## config.mk

```make
export PLATFORM = sky130hd
export DESIGN_NAME = ultrasonic_echo_obstacle_detector_core
export DESIGN_NICKNAME = d
export VERILOG_FILES = /design/src/rtl/ueod_pkg.sv /design/src/rtl/ueod_cfg_regs.sv /design/src/rtl/ueod_ctrl.sv /design/src/rtl/ultrasonic_echo_obstacle_detector_core.sv
export SDC_FILE = /design/constraint.sdc
export NUM_CORES = 1
export LEC_CHECK = 0
export BUFFER_PORTS_ARGS = -buffer_cell sky130_fd_sc_hd__buf_4
export CAP_MARGIN = 30
export CORE_MARGIN = 4
export CORE_UTILIZATION = 40
export CTS_CLUSTER_SIZE = 8
export DETAILED_ROUTE_END_ITERATION = 8
export PLACE_DENSITY = 0.54
export SYNTH_ARGS = -nofsm -noshare
export SYNTH_HDL_FRONTEND = slang
export SYNTH_SLANG_ARGS = --single-unit
```

## constraint.sdc

```tcl
create_clock -name clk_i -period 20.1 [get_ports clk_i]
set_input_delay 2.01 -clock clk_i [delete_from_list [all_inputs] [get_ports clk_i]]
set_output_delay 2.01 -clock clk_i [all_outputs]
set_load 0.01 [all_outputs]
```

## src/rtl/ueod_pkg.sv

```systemverilog
// ----------------------------------------------------------------------------
// ueod_pkg
// Shared widths, register indexes, reset values and bundle types for the
// ultrasonic echo obstacle detector.
// ----------------------------------------------------------------------------
package ueod_pkg;

  // Field and register widths
  localparam int unsigned TimeWidth      = 32;
  localparam int unsigned IntervalWidth  = 16;
  localparam int unsigned ThresholdWidth = 16;
  localparam int unsigned TimeoutWidth   = 8;
  localparam int unsigned CfgDataWidth   = 16;
  localparam int unsigned CfgIndexWidth  = 2;

  // Register indexes on the configuration port
  localparam logic [CfgIndexWidth-1:0] RegIntervalMs    = 2'd0;
  localparam logic [CfgIndexWidth-1:0] RegThresholdCm   = 2'd1;
  localparam logic [CfgIndexWidth-1:0] RegEchoTimeoutMs = 2'd2;

  // Register reset values
  localparam logic [IntervalWidth-1:0]  IntervalReset  = 16'd100;
  localparam logic [ThresholdWidth-1:0] ThresholdReset = 16'd0;
  localparam logic [TimeoutWidth-1:0]   TimeoutReset   = 8'd30;

  // Configuration bundle from the register file to the controller
  typedef struct packed {
    logic [IntervalWidth-1:0]  interval_ms;
    logic [ThresholdWidth-1:0] threshold_cm;
    logic [TimeoutWidth-1:0]   echo_timeout_ms;
  } cfg_t;

  // One result item
  typedef struct packed {
    logic detected;
    logic trigger_fire;
    logic measure_done;
    logic timed_out;
  } result_t;

endpackage

```

## src/rtl/ueod_cfg_regs.sv

```systemverilog
// ----------------------------------------------------------------------------
// ueod_cfg_regs
// Configuration register file: interval, distance threshold and echo timeout.
// ----------------------------------------------------------------------------
module ueod_cfg_regs (
  input  logic                                 clk_i,
  input  logic                                 rst_ni,
  input  logic                                 cfg_we_i,
  input  logic [ueod_pkg::CfgIndexWidth-1:0]   cfg_index_i,
  input  logic [ueod_pkg::CfgDataWidth-1:0]    cfg_data_i,
  output ueod_pkg::cfg_t                       cfg_o
);

  ueod_pkg::cfg_t cfg_q;

  // Write the addressed register; drop writes to unknown indexes
  always_ff @(posedge clk_i or negedge rst_ni) begin
    if (!rst_ni) begin
      cfg_q.interval_ms     <= ueod_pkg::IntervalReset;
      cfg_q.threshold_cm    <= ueod_pkg::ThresholdReset;
      cfg_q.echo_timeout_ms <= ueod_pkg::TimeoutReset;
    end else if (cfg_we_i) begin
      unique case (cfg_index_i)
        ueod_pkg::RegIntervalMs: begin
          cfg_q.interval_ms <= cfg_data_i[ueod_pkg::IntervalWidth-1:0];
        end
        ueod_pkg::RegThresholdCm: begin
          cfg_q.threshold_cm <= cfg_data_i[ueod_pkg::ThresholdWidth-1:0];
        end
        ueod_pkg::RegEchoTimeoutMs: begin
          cfg_q.echo_timeout_ms <= cfg_data_i[ueod_pkg::TimeoutWidth-1:0];
        end
        default: begin
        end
      endcase
    end
  end

  assign cfg_o = cfg_q;

endmodule

```

## src/rtl/ueod_ctrl.sv

```systemverilog
// ----------------------------------------------------------------------------
// ueod_ctrl
// Measurement sequencer: phase state, time stamps and cached obstacle flag.
// Computes the result of the presented poll and updates state on step_i.
// ----------------------------------------------------------------------------
module ueod_ctrl (
  input  logic                               clk_i,
  input  logic                               rst_ni,
  input  logic                               step_i,
  input  logic [ueod_pkg::TimeWidth-1:0]     now_ms_i,
  input  logic                               echo_level_i,
  input  ueod_pkg::cfg_t                     cfg_i,
  output ueod_pkg::result_t                  res_o
);

  localparam int unsigned TW = ueod_pkg::TimeWidth;
  // Durations that can pass the threshold fit in 12 bits (65535*58/1000 < 4096)
  localparam int unsigned DurCmpWidth = 12;
  localparam int unsigned LimitWidth  = 22;
  localparam logic [LimitWidth-1:0] CmDivisor = 22'd58;
  localparam logic [LimitWidth-1:0] MsToUs    = 22'd1000;

  typedef enum logic [1:0] {
    PhReady     = 2'd0,
    PhWaitStart = 2'd1,
    PhMeasure   = 2'd2
  } phase_e;

  phase_e          phase_q, phase_d;
  logic [TW-1:0]   start_q, start_d;
  logic [TW-1:0]   last_q, last_d;
  logic            detect_q, detect_d;

  logic [TW-1:0]         since_start;
  logic [TW-1:0]         since_last;
  logic                  start_late;
  logic                  interval_over;
  logic [LimitWidth-1:0] limit;
  logic [LimitWidth-1:0] scaled_dur;
  logic                  in_range;
  logic                  fire, done, tout;

  // Elapsed times, modulo the time width
  assign since_start   = now_ms_i - start_q;
  assign since_last    = now_ms_i - last_q;
  assign start_late    = since_start > TW'(cfg_i.echo_timeout_ms);
  assign interval_over = since_last >= TW'(cfg_i.interval_ms);

  // Distance check: dur*1000 <= threshold*58, dur nonzero
  assign limit      = LimitWidth'(cfg_i.threshold_cm) * CmDivisor;
  assign scaled_dur = LimitWidth'(since_start[DurCmpWidth-1:0]) * MsToUs;
  assign in_range   = (since_start != '0)
                   && (since_start[TW-1:DurCmpWidth] == '0)
                   && (scaled_dur <= limit);

  // Next state and result flags
  always_comb begin
    phase_d  = phase_q;
    start_d  = start_q;
    last_d   = last_q;
    detect_d = detect_q;
    fire     = 1'b0;
    done     = 1'b0;
    tout     = 1'b0;
    unique case (phase_q)
      PhWaitStart: begin
        if (echo_level_i) begin
          phase_d = PhMeasure;
          start_d = now_ms_i;
        end else if (start_late) begin
          detect_d = 1'b0;
          phase_d  = PhReady;
          last_d   = now_ms_i;
          done     = 1'b1;
          tout     = 1'b1;
        end
      end
      PhMeasure: begin
        if (!echo_level_i) begin
          detect_d = in_range;
          phase_d  = PhReady;
          last_d   = now_ms_i;
          done     = 1'b1;
        end else if (start_late) begin
          detect_d = 1'b0;
          phase_d  = PhReady;
          last_d   = now_ms_i;
          done     = 1'b1;
          tout     = 1'b1;
        end
      end
      default: begin
        phase_d = PhReady;
        if (interval_over) begin
          phase_d = PhWaitStart;
          start_d = now_ms_i;
          fire    = 1'b1;
        end
      end
    endcase
  end

  assign res_o.detected     = detect_d;
  assign res_o.trigger_fire = fire;
  assign res_o.measure_done = done;
  assign res_o.timed_out    = tout;

  // Hold state; advance on each processed poll
  always_ff @(posedge clk_i or negedge rst_ni) begin
    if (!rst_ni) begin
      phase_q  <= PhReady;
      start_q  <= '0;
      last_q   <= '0;
      detect_q <= 1'b0;
    end else if (step_i) begin
      phase_q  <= phase_d;
      start_q  <= start_d;
      last_q   <= last_d;
      detect_q <= detect_d;
    end
  end

endmodule

```

## src/rtl/ultrasonic_echo_obstacle_detector_core.sv

```systemverilog
// ----------------------------------------------------------------------------
// ultrasonic_echo_obstacle_detector_core
// Polled ultrasonic ranging controller: fires trigger strobes, times the echo
// and keeps a cached obstacle flag against a distance threshold.
//
//   channel  direction  handshake               payload
//   in       sink       in_valid_i / in_stall_o  now_ms_i, echo_level_i
//   out      source     out_valid_o / out_stall_i detected_o, trigger_fire_o,
//                                                measure_done_o, timed_out_o
//   cfg      sink       cfg_we_i                cfg_index_i, cfg_data_i
//
// One item per cycle sustained while the output does not stall; an item passes
// the input register, then the sequencer logic into the result register.
// Each poll updates the sequencer state in the cycle it moves from the input
// register to the result register, so consecutive polls see each other's state.
// Reset clears both stage valids, the sequencer and the registers to defaults.
// A stall on the output holds the result register and the input register;
// the input stalls only while it holds an item that cannot move on.
// ----------------------------------------------------------------------------
module ultrasonic_echo_obstacle_detector_core (
  input  logic                               clk_i,
  input  logic                               rst_ni,
  input  logic                               in_valid_i,
  output logic                               in_stall_o,
  input  logic [ueod_pkg::TimeWidth-1:0]     now_ms_i,
  input  logic                               echo_level_i,
  output logic                               out_valid_o,
  input  logic                               out_stall_i,
  output logic                               detected_o,
  output logic                               trigger_fire_o,
  output logic                               measure_done_o,
  output logic                               timed_out_o,
  input  logic                               cfg_we_i,
  input  logic [ueod_pkg::CfgIndexWidth-1:0] cfg_index_i,
  input  logic [ueod_pkg::CfgDataWidth-1:0]  cfg_data_i
);

  ueod_pkg::cfg_t    cfg;
  ueod_pkg::result_t res;
  ueod_pkg::result_t res_q;

  logic                           in_valid_q;
  logic [ueod_pkg::TimeWidth-1:0] now_q;
  logic                           echo_q;
  logic                           out_valid_q;
  logic                           in_take;
  logic                           advance;

  // Stage handshakes
  assign advance    = in_valid_q && (!out_valid_q || !out_stall_i);
  assign in_stall_o = in_valid_q && !advance;
  assign in_take    = in_valid_i && !in_stall_o;

  ueod_cfg_regs u_cfg_regs (
    .clk_i       (clk_i),
    .rst_ni      (rst_ni),
    .cfg_we_i    (cfg_we_i),
    .cfg_index_i (cfg_index_i),
    .cfg_data_i  (cfg_data_i),
    .cfg_o       (cfg)
  );

  ueod_ctrl u_ctrl (
    .clk_i        (clk_i),
    .rst_ni       (rst_ni),
    .step_i       (advance),
    .now_ms_i     (now_q),
    .echo_level_i (echo_q),
    .cfg_i        (cfg),
    .res_o        (res)
  );

  // Input register valid
  always_ff @(posedge clk_i or negedge rst_ni) begin
    if (!rst_ni) begin
      in_valid_q <= 1'b0;
    end else if (in_take) begin
      in_valid_q <= 1'b1;
    end else if (advance) begin
      in_valid_q <= 1'b0;
    end
  end

  // Input register payload
  always_ff @(posedge clk_i) begin
    if (in_take) begin
      now_q  <= now_ms_i;
      echo_q <= echo_level_i;
    end
  end

  // Result register valid
  always_ff @(posedge clk_i or negedge rst_ni) begin
    if (!rst_ni) begin
      out_valid_q <= 1'b0;
    end else if (advance) begin
      out_valid_q <= 1'b1;
    end else if (!out_stall_i) begin
      out_valid_q <= 1'b0;
    end
  end

  // Result register payload
  always_ff @(posedge clk_i) begin
    if (advance) begin
      res_q <= res;
    end
  end

  assign out_valid_o    = out_valid_q;
  assign detected_o     = res_q.detected;
  assign trigger_fire_o = res_q.trigger_fire;
  assign measure_done_o = res_q.measure_done;
  assign timed_out_o    = res_q.timed_out;

`ifndef SYNTHESIS
  // A timeout always ends a measurement
  a_tout_done: assert property (@(posedge clk_i) disable iff (!rst_ni)
    out_valid_o |-> (!timed_out_o || measure_done_o))
    else $error("timed_out without measure_done");

  // A poll never both starts and ends a measurement
  a_fire_excl: assert property (@(posedge clk_i) disable iff (!rst_ni)
    out_valid_o |-> !(trigger_fire_o && measure_done_o))
    else $error("trigger_fire together with measure_done");

  // Never overwrite a result that is waiting
  a_no_overrun: assert property (@(posedge clk_i) disable iff (!rst_ni)
    (out_valid_q && out_stall_i) |-> !advance)
    else $error("result register overwritten while stalled");

  // Input stalls only while holding an item
  a_stall_holds: assert property (@(posedge clk_i) disable iff (!rst_ni)
    in_stall_o |-> in_valid_q)
    else $error("input stalled while empty");

  // A processed item always appears at the output next cycle
  a_advance_out: assert property (@(posedge clk_i) disable iff (!rst_ni)
    advance |=> out_valid_q)
    else $error("processed item lost");
`endif

endmodule

```

==> results.ini <==
[layout]
fillers = 3466
syn2layout_area_growth_pct = 10.27
antenna_cells = 0
nets = 1892
drive_above_1_share = 0.1428

[drt]
post_drt_wl_per_cell_microns = 16.43
via_per_inst = 5.257
drc = 0
drt_first_pass_iters = 5
wirelength_microns = 33800
drtIter0Drc = 515
vias = 10820
ant_nets = 0

[synthesis]
synth-compound-area-share = 0.1482
yosys_most_used_dff = dfrtp_1
synth.distinct_cells = 84
synthSimpleGateAreaFrac = 0.1261
ys_seq_area_frac = 0.2658
ys_ff_latch = 146
synth_xor_area_frac = 0.05013
synthMuxAreaShare = 0.08202
syn_nets = 1844
synthCells = 1536
ys.warnings.count = 0
post_synth.cell_area_avg_sq_um = 9.425
syn_area_sq_mm = 0.01448
synth_edf_count = 37
synth_largest_area_cell = dfrtp_1
async_reset_ff_frac = 0.7466
synth_top_family_by_area = adder cells
ys_top_cells_by_area = dfrtp_1 (18%), ha_1 (17%), fa_1 (8.0%), edfxtp_1 (7.7%), inv_1 (6.3%)
yosysTopAreaCellShare = 0.1763
synthAdderAreaFrac = 0.2479

[sta]
relSlewSlack = 0.3774
fmax_mhz = 128.4
rsz0062_at_grt = no
maxSlewViolCount = 0
finalCritPeriodShare = 0.3874
fin_tns_setup_ns = 0
final-hold-violation-count = 0
setup_violations = 0
tightest_slew_ns = 0.9339
finClkSkew_ns = 0.01161
period_minus_slack_ns = 7.786

[critical_path]
crit_fanout = 6
cp-end-kind = flop
cp_slowest_cell = fa_1
required_ns = 20.46
path_class = flop to flop
worstSetupStartpointType = flop
slowest_delay_ns = 0.48
critPathArrivalTime_ns = 8.14

[clock_tree]
numCtsBuffers = 17
cts_max_level = 4
cts_setup_buffers = 0
clock-sinks = 146
ctsHoldBuffers = 0
cts_tree = done
cts.clk_slew.worst_paths_ns = 0.06
clkLatencyLatePin_ns = 0.44
clockBufferDepth = 2
root_buffer = clkbuf_16
cts_resized = 0

[place]
routabilityCongestion = 0.8724
dp_hpwl_microns = 27370
portBuffers = 61

[global_routing]
grt_pass1_wl_microns = 55750
grt_max_degree = 74
grt_use_total = 0.1761
grt_remaining_overflow = 0
grt_antenna_before_repair = 1
grt_pass1_vias = 11100

[floorplan]
num_rows = 69
coreArea_sq_mm = 0.03566
ios = 62
start_util = 0.4060
fp.dieW_microns = 198.2
dieArea_sq_mm = 0.03930
die_h_microns = 198.2

[worst_hold_path]
hp-class = flop to flop

[status]
outcome = completed

[run]
cap_viol_max_count = 0

[path summary, 6_finish.rpt]
path,start,end,slack (ns),depth (start not counted)
worst max-delay path,now_q[0],u_ctrl.detect_q,12.31,33
worst min-delay path,in_valid_q,out_valid_o,0.49,1
worst max register to register,now_q[0],u_ctrl.detect_q,12.31,33
worst min register to register,in_valid_q,out_valid_o,0.49,1
max in group asynchronous,rst_ni,u_cfg_regs.cfg_o[29],17.61,3
min in group asynchronous,rst_ni,in_valid_q,1.53,1
[worst max-delay path, delay by kind of cell, from the launching register on]
kind	cells	cell delay [ns]
and+or+nand+nor	5	1.13
adders and majority gates	7	2.31
buffers and inverters	3	0.38
DFF	1	0.40
AOI/OAI and AO/OA	15	2.71
xor gates and xnor gates	3	0.78
[kinds of logic (layout without fill, tap and decap cells)]
family	after synthesis	after routing
AO/OA/AOI/OAI	323	323
XOR/XNOR	82	82
adder cells (fa/ha/maj)	252	252
buffers and inverters	279	340
flip-flops	146	146
multiplexers	96	96
AND/OR/NAND/NOR	358	358
[layout by cell type (no fill, tap or decap), types with 7 or more instances in the layout]
master / Yosys / routed
clkbuf_16: 0 / 18
and3_1: 12 / 12
ha_1: 194 / 194
xnor2_1: 50 / 50
o211ai_1: 10 / 10
nand2b_1: 25 / 25
dfstp_2: 7 / 7
o21a_1: 11 / 11
a31oi_1: 10 / 9
a211o_1: 8 / 8
mux2_2: 60 / 60
fa_1: 58 / 58
nor2b_1: 9 / 9
nand3_1: 23 / 23
a311oi_1: 7 / 7
a21oi_1: 77 / 77
or3_1: 12 / 12
o21bai_1: 8 / 8
a21o_1: 37 / 37
mux2_4: 30 / 30
nor4_1: 9 / 9
xor2_1: 31 / 31
inv_1: 242 / 242
edfxtp_1: 37 / 37
nor3_1: 28 / 28
o31ai_1: 7 / 7
o22ai_1: 10 / 10
nand4_1: 26 / 26
dfrtp_1: 102 / 102
a211oi_1: 12 / 12
buf_4: 0 / 65
nand2_1: 86 / 86
o21ai_0: 74 / 74
nor2_1: 81 / 81
[synth_stat cells (25+ instances only)]
library cell	n
xor2_1	31
o21ai_0	74
nor2_1	81
a21oi_1	77
fa_1	58
nand4_1	26
mux2_4	30
edfxtp_1	37
nand2b_1	25
clkbuf_1	25
dfrtp_1	102
mux2_2	60
xnor2_1	50
nor3_1	28
ha_1	194
nand2_1	86
inv_1	242
a21o_1	37
[through the flow]
| step | util | worst slack, ns | hold slack, ns | area [sq um] | instances |
|---|---|---|---|---|---|
| 2_1_floorplan | - | 12.82 | 0.4574 | 14480 | 1536 |
| 3_3_place_gp | 0.4295 | 12.49 | 0.4637 | 15310 | 2025 |
| 4_1_cts | 0.4469 | 12.32 | 0.4888 | 15940 | 2057 |
| 6_report | 0.4477 | 12.31 | 0.4921 | 15960 | 2058 |
| 3_5_place_dp | 0.4295 | 12.30 | 0.4753 | 15310 | 2025 |
| 5_1_grt | 0.4477 | 11.61 | 0.5206 | 15960 | 2058 |
[sequential cells by signal, indices dropped and copies added (netlist names)]
register and count:
now_q 32, trigger_fire_o 1, u_ctrl.detect_q 1, u_ctrl.last_q 32, out_valid_o 1, echo_q 1, measure_done_o 1, u_cfg_regs.cfg_o 40
u_ctrl.start_q 32, u_ctrl.phase_q 2, detected_o 1, in_valid_q 1, timed_out_o 1
[routing by layer]
| layer | up-vias | track usage | part of all wire |
|---|---|---|---|
| met5 | - | 0 | 0 |
| met2 | 116 | 0.2876 | 0.46 |
| met4 | 0 | 0.04820 | 0.017 |
| li1 | 5465 | - | - |
| met1 | 5205 | 0.2478 | 0.50 |
| met3 | 33 | 0.02195 | 0.019 |
[cell type report]
| class | instances | area [sq um] | share of cell area |
|---|---|---|---|
| clock inverters | 13 | 166.4 | 0.01042 |
| inverters | 242 | 908.4 | 0.05691 |
| clock buffers | 19 | 454.2 | 0.02845 |
| flip-flops and latches | 146 | 3847 | 0.2410 |
| repair buffers | 66 | 515.5 | 0.03229 |
| multi-input cells | 1111 | 9494 | 0.5948 |
| well taps | 461 | 576.8 | 0.03613 |
Power is not shown: default switching activity piles up to over one toggle a cycle in this logic, so the estimate is an artifact.
